**src/rtl/core/lbzb_pkg.sv**
```systemverilog
// lbzb_pkg: shared types and constants of the lidar box zone brake.
// Holds the CORDIC arctangent table, reset values, register indexes and the
// status structs passed between the sequencer, the CORDIC and the zone test.
package lbzb_pkg;

   localparam int CORDIC_ITERS = 16;
   localparam int CORDIC_XW    = 34;   // Q2.30 datapath plus guard bits
   localparam int CORDIC_ZW    = 25;   // angle accumulator, 2^-24 turn units
   localparam logic signed [CORDIC_XW-1:0] CORDIC_X_INIT = 34'sd652032875;

   localparam int PROD_W = 33;         // 16b unsigned range times Q1.15

   // configuration register indexes
   localparam logic [7:0] REG_SAFETY_WIDTH  = 8'd0;
   localparam logic [7:0] REG_SAFETY_LENGTH = 8'd1;
   localparam logic [7:0] REG_ANGLE_MIN     = 8'd2;
   localparam logic [7:0] REG_ANGLE_STEP    = 8'd3;

   localparam logic [15:0] RST_SAFETY_WIDTH  = 16'd1200;
   localparam logic [15:0] RST_SAFETY_LENGTH = 16'd1700;
   localparam logic [15:0] RST_ANGLE_MIN     = 16'h8000;
   localparam logic [15:0] RST_ANGLE_STEP    = 16'd32;

   localparam logic [15:0] RANGE_NO_RETURN = 16'hFFFF;

   // request kinds carried on tuser
   localparam logic KIND_POINT   = 1'b0;
   localparam logic KIND_COMMAND = 1'b1;

   typedef struct packed {
      logic               done;
      logic signed [15:0] sin;
      logic signed [15:0] cos;
   } cordic_rsp_type;

   typedef struct packed {
      logic done;
      logic hit;
   } zone_rsp_type;

   // atan(2^-k) in units of 2^-24 turn
   function automatic logic [CORDIC_ZW-1:0] atan_lut(input logic [3:0] k);
      logic [CORDIC_ZW-1:0] v;
      unique case (k)
         4'd0:  v = 25'd2097152;
         4'd1:  v = 25'd1238021;
         4'd2:  v = 25'd654136;
         4'd3:  v = 25'd332050;
         4'd4:  v = 25'd166669;
         4'd5:  v = 25'd83416;
         4'd6:  v = 25'd41718;
         4'd7:  v = 25'd20860;
         4'd8:  v = 25'd10430;
         4'd9:  v = 25'd5215;
         4'd10: v = 25'd2608;
         4'd11: v = 25'd1304;
         4'd12: v = 25'd652;
         4'd13: v = 25'd326;
         4'd14: v = 25'd163;
         4'd15: v = 25'd81;
         default: v = '0;
      endcase
      return v;
   endfunction

endpackage

```
**src/rtl/core/lbzb_cordic.sv**
```systemverilog
// lbzb_cordic: iterative rotation-mode CORDIC, one micro-rotation per cycle.
// Folds the binary angle to +-quarter turn, runs 16 steps on a shared
// add/shift unit, then rounds both results to Q1.15. Uses lbzb_pkg.
module lbzb_cordic import lbzb_pkg::*; #(
   parameter int ANGLE_BITS = 16
) (
   input  logic           clock,
   input  logic           reset,
   input  logic           start,
   input  logic [15:0]    angle,
   output cordic_rsp_type rsp
);

   localparam logic [23:0] ANGLE_MASK =
      ~((24'(1) << (24 - ANGLE_BITS)) - 24'(1));

   typedef enum logic [1:0] {C_IDLE, C_ROT, C_ROUND} cstate_type;

   cstate_type                  state_ff;
   logic [3:0]                  step_ff;
   logic signed [CORDIC_XW-1:0] x_ff, y_ff;
   logic signed [CORDIC_ZW-1:0] z_ff;
   logic                        flip_ff;
   logic                        done_ff;
   logic signed [15:0]          sin_ff, cos_ff;

   logic [23:0]                 phase24;
   logic signed [CORDIC_ZW-1:0] z_raw, z_fold;
   logic                        fold;
   logic signed [CORDIC_XW-1:0] x_sh, y_sh, x_in, y_in, x_fin, y_fin;
   logic signed [CORDIC_ZW-1:0] z_in, atan_k;

   function automatic logic signed [15:0] to_q15(input logic signed [CORDIC_XW-1:0] v);
      logic signed [CORDIC_XW:0] sum;
      logic signed [CORDIC_XW:0] r;
      logic signed [15:0]        q;
      sum = {v[CORDIC_XW-1], v} + (CORDIC_XW+1)'(1 << 14);
      r   = sum >>> 15;
      if (r > (CORDIC_XW+1)'(32767))
         q = 16'sh7FFF;
      else if (r < -(CORDIC_XW+1)'(32768))
         q = 16'sh8000;
      else
         q = r[15:0];
      return q;
   endfunction

   // quadrant fold of the incoming angle
   always_comb begin
      phase24 = {angle, 8'h00} & ANGLE_MASK;
      z_raw   = CORDIC_ZW'($signed(phase24));
      fold    = (z_raw > 25'sh400000) || (z_raw < -25'sh400000);
      if (!fold)
         z_fold = z_raw;
      else if (z_raw > 0)
         z_fold = z_raw - 25'sh800000;
      else
         z_fold = z_raw + 25'sh800000;
   end

   // shared micro-rotation unit
   always_comb begin
      atan_k = $signed(atan_lut(step_ff));
      x_sh   = x_ff >>> step_ff;
      y_sh   = y_ff >>> step_ff;
      if (!z_ff[CORDIC_ZW-1]) begin
         x_in = x_ff - y_sh;
         y_in = y_ff + x_sh;
         z_in = z_ff - atan_k;
      end else begin
         x_in = x_ff + y_sh;
         y_in = y_ff - x_sh;
         z_in = z_ff + atan_k;
      end
      x_fin = flip_ff ? -x_ff : x_ff;
      y_fin = flip_ff ? -y_ff : y_ff;
   end

   always_ff @(posedge clock) begin
      if (reset) begin
         state_ff <= C_IDLE;
         step_ff  <= '0;
         done_ff  <= 1'b0;
      end else begin
         done_ff <= 1'b0;
         unique case (state_ff)
            C_IDLE: begin
               if (start) begin
                  x_ff     <= CORDIC_X_INIT;
                  y_ff     <= '0;
                  z_ff     <= z_fold;
                  flip_ff  <= fold;
                  step_ff  <= '0;
                  state_ff <= C_ROT;
               end
            end
            C_ROT: begin
               x_ff    <= x_in;
               y_ff    <= y_in;
               z_ff    <= z_in;
               step_ff <= step_ff + 4'd1;
               if (step_ff == 4'(CORDIC_ITERS - 1))
                  state_ff <= C_ROUND;
            end
            C_ROUND: begin
               cos_ff   <= to_q15(x_fin);
               sin_ff   <= to_q15(y_fin);
               done_ff  <= 1'b1;
               state_ff <= C_IDLE;
            end
            default: state_ff <= C_IDLE;
         endcase
      end
   end

   assign rsp.done = done_ff;
   assign rsp.sin  = sin_ff;
   assign rsp.cos  = cos_ff;

endmodule

```
**src/rtl/core/lbzb_zone.sv**
```systemverilog
// lbzb_zone: rectangle test of one polar point, x = r*sin, y = r*cos.
// One multiplier is shared by the two axes over consecutive cycles.
// Uses lbzb_pkg.
module lbzb_zone import lbzb_pkg::*; (
   input  logic               clock,
   input  logic               reset,
   input  logic               start,
   input  logic [15:0]        range_mm,
   input  logic signed [15:0] sin,
   input  logic signed [15:0] cos,
   input  logic [15:0]        width_mm,
   input  logic [15:0]        length_mm,
   output zone_rsp_type       rsp
);

   typedef enum logic [1:0] {Z_IDLE, Z_X, Z_Y, Z_DONE} zstate_type;

   zstate_type               state_ff;
   logic [15:0]              range_ff;
   logic signed [15:0]       sin_ff, cos_ff;
   logic signed [PROD_W-1:0] prod_ff;
   logic                     x_ok_ff;
   logic                     done_ff, hit_ff;

   logic signed [15:0]       mul_b;
   logic signed [PROD_W-1:0] prod;

   // 2*|p| <= lim * 2^15, exact
   function automatic logic in_bound(input logic signed [PROD_W-1:0] p,
                                     input logic [15:0] lim);
      logic [PROD_W-1:0] mag;
      logic [PROD_W:0]   twice, bound;
      mag   = p[PROD_W-1] ? $unsigned(-p) : $unsigned(p);
      twice = {mag, 1'b0};
      bound = {3'b000, lim, 15'h0000};
      return twice <= bound;
   endfunction

   assign mul_b = (state_ff == Z_X) ? sin_ff : cos_ff;
   assign prod  = $signed({1'b0, range_ff}) * mul_b;

   always_ff @(posedge clock) begin
      if (reset) begin
         state_ff <= Z_IDLE;
         done_ff  <= 1'b0;
      end else begin
         done_ff <= 1'b0;
         unique case (state_ff)
            Z_IDLE: begin
               if (start) begin
                  range_ff <= range_mm;
                  sin_ff   <= sin;
                  cos_ff   <= cos;
                  state_ff <= Z_X;
               end
            end
            Z_X: begin
               prod_ff  <= prod;
               state_ff <= Z_Y;
            end
            Z_Y: begin
               prod_ff  <= prod;
               x_ok_ff  <= in_bound(prod_ff, width_mm);
               state_ff <= Z_DONE;
            end
            Z_DONE: begin
               hit_ff   <= x_ok_ff && in_bound(prod_ff, length_mm);
               done_ff  <= 1'b1;
               state_ff <= Z_IDLE;
            end
            default: state_ff <= Z_IDLE;
         endcase
      end
   end

   assign rsp.done = done_ff;
   assign rsp.hit  = hit_ff;

endmodule

```
**src/rtl/core/lidar_box_zone_brake.sv**
```systemverilog
// lidar_box_zone_brake: rectangular lidar safety zone with a forward-speed brake.
// Sequence: a velocity command gives its response transaction in the cycle after accept;
//   a scan point with a return and an index in range runs the angle and start states,
//   CORDIC load, 16 steps and rounding, then the shared-multiplier test; no new request
//   is taken until it ends. Other items: one per cycle while the response side is ready.
// Reset: synchronous, active high; registers take their defaults, the scan is safe.
module lidar_box_zone_brake import lbzb_pkg::*; #(
   parameter int MAX_POINTS = 2048,
   parameter int ANGLE_BITS = 16
) (
   input  logic        clock,
   input  logic        reset,
   // request channel
   input  logic        req_tvalid,
   output logic        req_tready,
   input  logic [47:0] req_tdata,   // range_mm[15:0], point_index[26:16],
                                    // linear_x[42:27], zero pad [47:43]
   input  logic        req_tuser,   // kind: 0 scan point, 1 velocity command
   input  logic        req_tlast,   // last_point of the scan
   // response channel
   output logic        rsp_tvalid,
   input  logic        rsp_tready,
   output logic [23:0] rsp_tdata,   // safe[0], linear_x_out[16:1], zero pad [23:17]
   // register write channel
   input  logic        csr_valid,
   output logic        csr_ready,
   input  logic [7:0]  csr_index,
   input  logic [15:0] csr_data
);

   typedef enum logic [1:0] {S_IDLE, S_ANGLE, S_START, S_WORK} state_type;

   // configuration registers
   logic [15:0]        width_ff, length_ff, step_ff;
   logic signed [15:0] amin_ff;

   // sequencer
   state_type          state_ff;
   logic               hit_running_ff, hit_committed_ff;
   logic               last_ff, clear_ff;
   logic [15:0]        range_ff, angle_ff;
   logic [10:0]        index_ff;

   // response holding register
   logic               rsp_valid_ff, rsp_safe_ff;
   logic signed [15:0] rsp_lx_ff;

   logic               req_fire, csr_fire;
   logic [15:0]        req_range;
   logic [10:0]        req_index;
   logic signed [15:0] req_lx;
   logic               eligible;
   logic [26:0]        angle_prod;
   logic               run_base, brake;

   cordic_rsp_type     cordic_rsp;
   zone_rsp_type       zone_rsp;

   assign req_range = req_tdata[15:0];
   assign req_index = req_tdata[26:16];
   assign req_lx    = $signed(req_tdata[42:27]);

   assign req_tready = (state_ff == S_IDLE) && (!rsp_valid_ff || rsp_tready);
   assign req_fire   = req_tvalid && req_tready;
   assign csr_ready  = 1'b1;
   assign csr_fire   = csr_valid && csr_ready;

   // points without a return or past the scan table never hit
   assign eligible = (req_range != RANGE_NO_RETURN) &&
                     ({21'd0, req_index} < 32'(MAX_POINTS));

   // beam angle, wraps modulo one turn
   assign angle_prod = 27'(step_ff) * 27'(index_ff);

   // hit flag after the index 0 clear
   assign run_base = clear_ff ? 1'b0 : hit_running_ff;

   // brake only positive forward speed
   assign brake = hit_committed_ff && (req_lx > 16'sd0);

   always_ff @(posedge clock) begin
      if (reset) begin
         width_ff  <= RST_SAFETY_WIDTH;
         length_ff <= RST_SAFETY_LENGTH;
         amin_ff   <= $signed(RST_ANGLE_MIN);
         step_ff   <= RST_ANGLE_STEP;
      end else if (csr_fire) begin
         priority case (csr_index)
            REG_SAFETY_WIDTH:  width_ff  <= csr_data;
            REG_SAFETY_LENGTH: length_ff <= csr_data;
            REG_ANGLE_MIN:     amin_ff   <= $signed(csr_data);
            REG_ANGLE_STEP:    step_ff   <= csr_data;
            default: ;
         endcase
      end
   end

   always_ff @(posedge clock) begin
      if (reset) begin
         state_ff         <= S_IDLE;
         hit_running_ff   <= 1'b0;
         hit_committed_ff <= 1'b0;
         rsp_valid_ff     <= 1'b0;
      end else begin
         // a new command response replaces the one drained this cycle
         if (req_fire && req_tuser == KIND_COMMAND)
            rsp_valid_ff <= 1'b1;
         else if (rsp_valid_ff && rsp_tready)
            rsp_valid_ff <= 1'b0;
         unique case (state_ff)
            S_IDLE: begin
               if (req_fire) begin
                  if (req_tuser == KIND_COMMAND) begin
                     rsp_safe_ff  <= !hit_committed_ff;
                     rsp_lx_ff    <= brake ? 16'sd0 : req_lx;
                  end else if (eligible) begin
                     range_ff <= req_range;
                     index_ff <= req_index;
                     clear_ff <= (req_index == 11'd0);
                     last_ff  <= req_tlast;
                     state_ff <= S_ANGLE;
                  end else begin
                     // no hit possible: clear and commit only
                     if (req_index == 11'd0)
                        hit_running_ff <= 1'b0;
                     if (req_tlast)
                        hit_committed_ff <= (req_index == 11'd0) ? 1'b0 : hit_running_ff;
                  end
               end
            end
            S_ANGLE: begin
               angle_ff <= $unsigned(amin_ff) + angle_prod[15:0];
               state_ff <= S_START;
            end
            S_START: state_ff <= S_WORK;
            S_WORK: begin
               if (zone_rsp.done) begin
                  hit_running_ff <= run_base || zone_rsp.hit;
                  if (last_ff)
                     hit_committed_ff <= run_base || zone_rsp.hit;
                  state_ff <= S_IDLE;
               end
            end
            default: state_ff <= S_IDLE;
         endcase
      end
   end

   lbzb_cordic #(
      .ANGLE_BITS (ANGLE_BITS)
   ) u_cordic (
      .clock (clock),
      .reset (reset),
      .start (state_ff == S_START),
      .angle (angle_ff),
      .rsp   (cordic_rsp)
   );

   lbzb_zone u_zone (
      .clock     (clock),
      .reset     (reset),
      .start     (cordic_rsp.done),
      .range_mm  (range_ff),
      .sin       (cordic_rsp.sin),
      .cos       (cordic_rsp.cos),
      .width_mm  (width_ff),
      .length_mm (length_ff),
      .rsp       (zone_rsp)
   );

   assign rsp_tvalid = rsp_valid_ff;
   assign rsp_tdata  = {7'd0, rsp_lx_ff, rsp_safe_ff};

`ifndef SYNTHESIS
   // a command transaction always leaves a response pending
   a_cmd_rsp: assert property (@(posedge clock) disable iff (reset)
      req_fire && req_tuser == KIND_COMMAND |=> rsp_tvalid)
      else $error("command accepted without a response");

   // CORDIC finishes only while the sequencer waits on it
   a_cordic_done: assert property (@(posedge clock) disable iff (reset)
      cordic_rsp.done |-> state_ff == S_WORK)
      else $error("CORDIC done outside point processing");

   // zone result arrives only while a point is in flight
   a_zone_done: assert property (@(posedge clock) disable iff (reset)
      zone_rsp.done |-> state_ff == S_WORK && $past(cordic_rsp.done, 4))
      else $error("zone result out of sequence");

   // committed flag moves only on a point transaction or a finished test
   a_commit: assert property (@(posedge clock) disable iff (reset)
      !$stable(hit_committed_ff) |->
         $past(reset) || $past(req_fire) || $past(zone_rsp.done))
      else $error("committed hit flag changed without a scan point");
`endif

endmodule

```
**config.mk**
```make
export PLATFORM = sky130hd
export DESIGN_NAME = lidar_box_zone_brake
export DESIGN_NICKNAME = d
export VERILOG_FILES = /design/src/rtl/core/lbzb_pkg.sv /design/src/rtl/core/lbzb_cordic.sv /design/src/rtl/core/lbzb_zone.sv /design/src/rtl/core/lidar_box_zone_brake.sv
export SDC_FILE = /design/constraint.sdc
export NUM_CORES = 2
export LEC_CHECK = 0
export CAP_MARGIN = 20
export CORE_UTILIZATION = 60
export DETAILED_ROUTE_END_ITERATION = 8
export DONT_BUFFER_PORTS = 1
export PLACE_DENSITY = 0.82
export SLEW_MARGIN = 20
export SYNTH_ARGS = -nofsm -noshare
export SYNTH_HDL_FRONTEND = slang
export SYNTH_SLANG_ARGS = --single-unit
```
**constraint.sdc**
```tcl
create_clock -name clock -period 7.2 [get_ports clock]
set_clock_uncertainty 0.15 [all_clocks]
set_input_delay 1.08 -clock clock [delete_from_list [all_inputs] [get_ports clock]]
set_output_delay 1.08 -clock clock [all_outputs]
set_load 0.05 [all_outputs]
```
# Yosys cells after proc, flatten, opt, wreduce, memory -nomap -nowiden
# Memory sizes are Yosys's and may differ from the RTL's. A register that Yosys moved wholly into a read port is not among the register bits.
# Cells that the tools add are included.
dict set report totals {
  regBits 350
  mem_bits_ro 352
  in_bits 79
  output_inout_bits 27
  word_cells 175
  mem_count 1
}
# name words word_bits rd rd_clocked_by_memory_dff write_ports line
set memory_table {}
lappend memory_table {{(no name shown)} 16 22 1 1 0 lbzb_pkg.sv:44} ;# unique case (k)
dict set report op_classes {
  add_sub_neg 15
  mul 2
  n_lt_le_gt_ge 10
  n_eq_ne 23
  shifts 2
  n_mux 49
  bitwise 2
  reduce_logical 39
}
# operator n
set op_table {}
lappend op_table {{two-way mux 34 bit} 6}
lappend op_table {{one-hot mux 34 bit (2 select lines)} 2}
lappend op_table {{two-way mux 25 bit} 4}
lappend op_table {{adder 34 x 16 -> 35 bit, second input constant} 2}
lappend op_table {{adder 34 bit} 2}
lappend op_table {{less-or-equal comparator 34 x 31 -> 1 bit} 2}
lappend op_table {{negation 34 bit} 2}
lappend op_table {{>>> shifter 34 x 4 -> 34 bit} 2}
lappend op_table {{subtractor 34 bit} 2}
lappend op_table {{one-hot mux 25 bit (2 select lines)} 1}
lappend op_table {{two-way mux 16 bit} 3}
lappend op_table {{greater-than comparator 20 x 16 -> 1 bit, second input constant} 2}
lappend op_table {{< comparator 20 x 16 -> 1 bit, second input constant} 2}
lappend op_table {{multiplier 17 x 16 -> 33 bit} 1}
lappend op_table {{two-way mux 33 bit} 1}
lappend op_table {{negation 33 bit} 1}
lappend op_table {{adder 24 x 25 -> 25 bit, second input constant} 1}
lappend op_table {{adder 25 bit} 1}
lappend op_table {{subtractor 24 x 25 -> 25 bit, second input constant} 1}
lappend op_table {{subtractor 25 bit} 1}
lappend op_table {{greater-than comparator 24 x 1 -> 1 bit, second input constant} 1}
lappend op_table {{greater-than comparator 24 bit, second input constant} 1}
lappend op_table {{< comparator 24 x 23 -> 1 bit, second input constant} 1}
lappend op_table {{AND reduction 2 bit} 11}
lappend op_table {{other kinds (32)} 89}

# Longest topological paths before layout
dict set report depth {
  word_depth 7
  ltp_mapped 30
  mapped_depth_nobuf 26
}

# Cells and area by module
# Synthesis repeated with hierarchy kept, for this count alone.
dict set report unflattened {
  cells_unflattened 4291
  hier_area_um2 39236.4
}
# module n_inst cells_per_inst area_per_inst_um2 seq_area_each_um2
set modules_own_cells {}
lappend modules_own_cells {lbzb_cordic 1 2083 17384.2 4364.2}
lappend modules_own_cells {lbzb_zone 1 1343 13160.1 2552.4}
lappend modules_own_cells {lidar_box_zone_brake 1 865 8692.1 3243.1}

# Worst setup path after synthesis
# No wires, ideal clock.
dict set report synth_path {
  path_type {reg2reg}
  from {reg u_zone.state_ff[1]}
  to {reg u_zone.prod_ff[31] (data pin)}
  setup_ns 0.258
  arrival_time_ns 7.246
  required_ns 6.792
  path_slack_ns -0.453
  stages_incl_launch_ff 28
  path_buffers 4
  synth_period_minus_slack_ns 7.653
  cell_sequence {dfxtp_1 > inv_1 > ha_1 > clkbuf_1 > buf_1 > mux2i_1 > clkbuf_1 > nor2_1 > fa_1 > fa_1 > fa_1 > fa_1 > fa_1 > inv_1 > fa_1 > inv_1 > ha_1 > clkbuf_1 > a21o_1 > a21o_1 > a21oi_1 > o21ai_0 > or3_1 > a21oi_1 > o31ai_1 > a211o_1 > a21oi_1 > xnor2_1}
}
dict set report synth_between {
  elab_chain_len 3
}
# item line
set synth_lines {}
lappend synth_lines {{from (decl)} lbzb_zone.sv:18} ;# zstate_type state_ff;
lappend synth_lines {{from (signal assigned)} lbzb_zone.sv:44} ;# state_ff <= Z_IDLE;
lappend synth_lines {{from (signal assigned)} lbzb_zone.sv:54} ;# state_ff <= Z_X;
lappend synth_lines {{from (signal assigned)} lbzb_zone.sv:59} ;# state_ff <= Z_Y;
lappend synth_lines {{== test 2 x 1 -> 1 bit} lbzb_zone.sv:39} ;# assign mul_b = (state_ff == Z_X) ? sin_ff : cos_ff;
lappend synth_lines {{two-way mux 16 bit} lbzb_zone.sv:39}
lappend synth_lines {{multiplier 17 x 16 -> 33 bit} lbzb_zone.sv:40} ;# assign prod = $signed({1'b0, range_ff}) * mul_b;
lappend synth_lines {{net u_zone.prod[31]} lbzb_zone.sv:26} ;# logic signed [PROD_W-1:0] prod;
lappend synth_lines {{to (signal assigned)} lbzb_zone.sv:58} ;# prod_ff <= prod;
lappend synth_lines {{to (signal assigned)} lbzb_zone.sv:62} ;# prod_ff <= prod;
lappend synth_lines {{to (decl)} lbzb_zone.sv:21} ;# logic signed [PROD_W-1:0] prod_ff;
# The timed path passes the listed nets, and every way through them passes these cells.
# A chain may end at the register's enable or synchronous reset.

# Worst setup path after layout
dict set report layout_path {
  from {reg u_zone.state_ff[1]}
  to {reg u_zone.prod_ff[26] (data pin)}
}
# Same word-level chain as after synthesis.

==> metrics.txt <==
# TYPE chip_impl_metric gauge
chip_impl_info{name="status",value="finished, final reports clean"} 1
chip_impl_metric{name="synth_xor_area_share",unit="%"} 6.28
chip_impl_metric{name="drv_cap",unit=""} 0
chip_impl_metric{name="route.detailed.drc",unit=""} 0
chip_impl_metric{name="max_freq",unit="MHz"} 142
chip_impl_metric{name="die_w",unit="um"} 257
chip_impl_metric{name="port_buffers",unit=""} 0
chip_impl_metric{name="initial_antenna_violation_count",unit=""} 0
chip_impl_metric{name="clk_pin_slew_worst_paths",unit="ns"} 0.06
chip_impl_info{name="critPathKind",value="flop to flop"} 1
chip_impl_metric{name="cts_inserted_buffers",unit=""} 43
chip_impl_metric{name="dp_hpwl",unit="um"} 69800
chip_impl_metric{name="crit_path_max_incr_delay",unit="ns"} 0.54
chip_impl_metric{name="p_per_area",unit="nW/um^2"} 510
chip_impl_metric{name="timing.final.hold_violations",unit=""} 0
chip_impl_metric{name="sequential_cell_area_fraction_in_the_yosys_report",unit="%"} 26.1
chip_impl_metric{name="cells_after_synth",unit=""} 4152
chip_impl_metric{name="detail_route.wl_per_cell",unit="um"} 19.0
chip_impl_metric{name="maxSlewHeadroom",unit="%"} 27.0
chip_impl_metric{name="post-route-period-util",unit="%"} 97.7
chip_impl_info{name="cts_tree",value="done"} 1
chip_impl_metric{name="initial_utilization",unit="%"} 61.2
chip_impl_metric{name="dieArea",unit="sq um"} 65800
chip_impl_metric{name="asyncSetResetFlopFracSynth",unit="%"} 0
chip_impl_metric{name="routed_wl",unit="um"} 94100
chip_impl_metric{name="cp_data_arrival_time",unit="ns"} 7.34
chip_impl_metric{name="grt.met2_usage",unit="%"} 49.8
chip_impl_metric{name="nFillCells",unit=""} 4949
chip_impl_metric{name="synth-warning-count",unit=""} 0
chip_impl_metric{name="total_power",unit="W"} 0.0211
chip_impl_info{name="synth_top_family_by_area",value="adder cells"} 1
chip_impl_info{name="synth-main-ff-cell",value="sky130_fd_sc_hd__edfxtp_1"} 1
chip_impl_metric{name="first_global_vias",unit=""} 30400
chip_impl_metric{name="first_iter_violations",unit=""} 2534
chip_impl_metric{name="yosys.cell_types.count",unit=""} 99
chip_impl_metric{name="grt_max_degree",unit=""} 87
chip_impl_info{name="timing.critical_path.slowest_stage_cell",value="sky130_fd_sc_hd__fa_1"} 1
chip_impl_metric{name="yosys.area_share.adder",unit="%"} 24.4
chip_impl_metric{name="vdd_ir_drop_max",unit="V"} 0.00102
chip_impl_metric{name="synthDominantCellAreaShare",unit="%"} 20.9
chip_impl_metric{name="post_synth.cell_area_avg",unit="sq um"} 9.37
chip_impl_metric{name="grtUsageMet3",unit="%"} 4.16
chip_impl_metric{name="antenna-diode-count",unit=""} 0
chip_impl_metric{name="std_cell_rows",unit=""} 92
chip_impl_metric{name="syn_area",unit="sq um"} 38900
chip_impl_metric{name="report.final.slew_viol_count",unit=""} 0
chip_impl_metric{name="die_outline_height",unit="um"} 257
chip_impl_metric{name="synth-edff-count",unit=""} 271
chip_impl_metric{name="core",unit="sq um"} 63500
chip_impl_info{name="cts_root_buffer",value="sky130_fd_sc_hd__clkbuf_16"} 1
chip_impl_metric{name="timing.final.crit_period",unit="ns"} 7.03
chip_impl_metric{name="share_of_post_route_cells_with_drive_strength_above_1",unit="%"} 8.37
chip_impl_info{name="critPathCaptureType",value="flop"} 1
chip_impl_info{name="yosys-top-cells-area",value="sky130_fd_sc_hd__edfxtp_1 (21%), sky130_fd_sc_hd__fa_1 (15%), sky130_fd_sc_hd__ha_1 (9.7%), sky130_fd_sc_hd__dfxtp_1 (5.2%), sky130_fd_sc_hd__inv_1 (4.5%)"} 1
chip_impl_metric{name="tritoncts_num_sinks",unit=""} 372
chip_impl_metric{name="viasPerCell",unit=""} 6.09
chip_impl_metric{name="routabilityCongestion",unit=""} 0.962
chip_impl_metric{name="cp.required",unit="ns"} 7.51
chip_impl_metric{name="dr_total_vias",unit=""} 30200
chip_impl_metric{name="final_util",unit="%"} 65.0
chip_impl_metric{name="drtPass1Iterations",unit=""} 6
chip_impl_info{name="layout_common_cells",value="sky130_fd_sc_hd__inv_1 (464), sky130_fd_sc_hd__nand2_1 (457), sky130_fd_sc_hd__ha_1 (297), sky130_fd_sc_hd__fa_1 (285), sky130_fd_sc_hd__edfxtp_1 (271)"} 1
chip_impl_info{name="mostFrequentLayoutCell",value="sky130_fd_sc_hd__inv_1"} 1
chip_impl_info{name="post-synth-top-area-cell",value="sky130_fd_sc_hd__edfxtp_1"} 1
chip_impl_metric{name="clk_latency",unit="ns"} 0.62
chip_impl_metric{name="final_antenna_net_count",unit=""} 0
chip_impl_metric{name="io_pins",unit=""} 106
chip_impl_metric{name="num-nets-final",unit=""} 4743
chip_impl_metric{name="synth.ff_latch_count",unit=""} 372
chip_impl_metric{name="grt.total_usage",unit="%"} 28.6
chip_impl_info{name="top_usage_layer",value="met2"} 1
chip_impl_info{name="setup.worst_path.start_class",value="flop"} 1
chip_impl_metric{name="ctsHtreeMaxLevel",unit=""} 2
chip_impl_metric{name="worst_slew_pin_slew",unit="ns"} 1.09
chip_impl_info{name="critical_path.most_common_cell",value="sky130_fd_sc_hd__fa_1"} 1
chip_impl_info{name="worstHoldPathType",value="flop to flop"} 1
chip_impl_metric{name="leakage",unit="nW"} 17.7
chip_impl_metric{name="top_fanout_value_on_the_critical_path",unit=""} 8
chip_impl_metric{name="grt_first_pass_wirelength",unit="um"} 153000
chip_impl_metric{name="synth-simple-area-share",unit="%"} 16.1
chip_impl_metric{name="deepest_clock_path_buffer_count",unit=""} 3
chip_impl_metric{name="global_route.overflow_total",unit=""} 0
chip_impl_metric{name="setup-violations-final",unit=""} 0
chip_impl_metric{name="area_growth_syn_to_layout",unit="%"} 6.23
chip_impl_metric{name="synth_compound_area_share",unit="%"} 11.9
chip_impl_metric{name="post_synth_mux_area_share",unit="%"} 8.25
chip_impl_metric{name="grt_use_met1",unit="%"} 35.6
worst max-delay path, delay by kind of cell, from the launching register on:
kind | cells | cell delay [ns]
buf+inv | 9 | 0.90
compound gates | 8 | 1.76
fa+ha+maj | 8 | 3.33
mux | 1 | 0.27
simple gates | 2 | 0.13
flops | 1 | 0.31
cell usage after synthesis (26+ instances only):
cell type                  count
sky130_fd_sc_hd__dfxtp_1     101
sky130_fd_sc_hd__a211oi_1     37
sky130_fd_sc_hd__nand2b_1     49
sky130_fd_sc_hd__a21oi_1     194
sky130_fd_sc_hd__xor2_1      112
sky130_fd_sc_hd__a21o_1       69
sky130_fd_sc_hd__mux2i_1     111
sky130_fd_sc_hd__nor2b_1      95
sky130_fd_sc_hd__fa_1        286
sky130_fd_sc_hd__xnor2_1     167
sky130_fd_sc_hd__nand3_1      56
sky130_fd_sc_hd__mux4_2       72
sky130_fd_sc_hd__o31ai_1      26
sky130_fd_sc_hd__clkbuf_1    131
sky130_fd_sc_hd__nand4_1      26
sky130_fd_sc_hd__inv_1       465
sky130_fd_sc_hd__nor4_1       34
sky130_fd_sc_hd__nand2_1     457
sky130_fd_sc_hd__nor3_1       68
sky130_fd_sc_hd__a31oi_1      44
sky130_fd_sc_hd__o21a_1       26
sky130_fd_sc_hd__and2_1      114
sky130_fd_sc_hd__nor2_1      270
sky130_fd_sc_hd__edfxtp_1    271
sky130_fd_sc_hd__mux2_2       41
sky130_fd_sc_hd__o21ai_0     164
sky130_fd_sc_hd__ha_1        301
metrics by stage:
step	area [sq um]	hold WS (ns)	setup WS [ns]	cells	setup TNS, ns
2_1_floorplan	38900	0.250	0.00606	4158	0
4_1_cts	41100	0.246	0.00229	4950	0
3_5_place_dp	39600	0.255	-0.0883	4867	-0.0883
3_3_place_gp	39600	0.250	0.0979	4867	0
6_report	41300	0.247	0.169	4958	0
5_1_grt	41300	0.254	-0.0649	4958	-0.128
timing repair:
| item | 4_1_cts | 5_1_grt |
|---|---|---|
| pin swaps | 0 | 14 |
| endpoints found under the setup margin | 3 | 10 |
| gates cloned | 0 | 2 |
| gates resized for setup | 5 | 26 |
| hold buffers | 0 | 0 |
| buffers inserted | 3 | 6 |
| hold endpoints to repair | 0 | 0 |
registers in the layout, indices dropped and copies added, names as in the netlist, 2 cells and up:
name and cells:
u_zone.prod_ff 33, length_ff 16, u_cordic.sin_ff 16, u_zone.sin_ff 16
angle_ff 16, state_ff 2, u_cordic.x_ff 34, u_cordic.state_ff 2
u_zone.cos_ff 16, u_cordic.cos_ff 16, u_cordic.atan_k 22, amin_ff 16
range_ff 16, u_cordic.y_ff 34, u_cordic.step_ff 4, width_ff 16
index_ff 11, rsp_lx_ff 16, u_cordic.z_ff 25, u_zone.range_ff 16
u_zone.state_ff 2, step_ff 16
path summary, 6_finish.rpt:
kind | startpoint | to | slack [ns] | cells after the start
max | u_zone.state_ff[1]$_SDFFE_PP0P_ | u_zone.prod_ff[26]$_DFFE_PP_ | 0.17 | 28
min | u_cordic.sin_ff[1]$_SDFFCE_PN1P_ | u_zone.sin_ff[1]$_DFFE_PP_ | 0.25 | 0
max reg2reg | u_zone.state_ff[1]$_SDFFE_PP0P_ | u_zone.prod_ff[26]$_DFFE_PP_ | 0.17 | 28
min reg2reg | u_cordic.sin_ff[1]$_SDFFCE_PN1P_ | u_zone.sin_ff[1]$_DFFE_PP_ | 0.25 | 0
layout make-up:
| class | count | area, sq um | area share (%) |
|---|---|---|---|
| Clock buffer | 56 | 1180 | 2.85 |
| Clock inverter | 24 | 256 | 0.621 |
| Inverter | 468 | 1760 | 4.25 |
| Multi-Input combinational cell | 3116 | 26300 | 63.6 |
| Sequential cell | 372 | 10200 | 24.6 |
| Tap cell | 846 | 1060 | 2.56 |
| Timing Repair Buffer | 76 | 609 | 1.47 |
power breakdown:
group / switching, W / internal (W) / leakage [nW]
clock: 0.000974 / 0.00125 / 0.698
combinational: 0.00861 / 0.00667 / 13.8
sequential: 0.000404 / 0.00316 / 3.26
total: 0.00999 / 0.0111 / 17.7
kinds of logic (layout without fill, tap and decap cells):
| kind of cell | after synthesis | after routing |
|---|---|---|
| simple gates | 1290 | 1290 |
| compound gates | 727 | 727 |
| buf+inv | 670 | 624 |
| fa+ha+maj | 587 | 587 |
| flops | 372 | 372 |
| xor+xnor | 279 | 279 |
| mux | 225 | 225 |
| other cells | 2 | 8 |
metal layers:
metal  wire, um  share of wire (%)
met1      37500                 40
met2      46500                 49
met3       6570                7.0
met4       3500                3.7
met5          0                  0
Power figures use the tool's default switching activity.
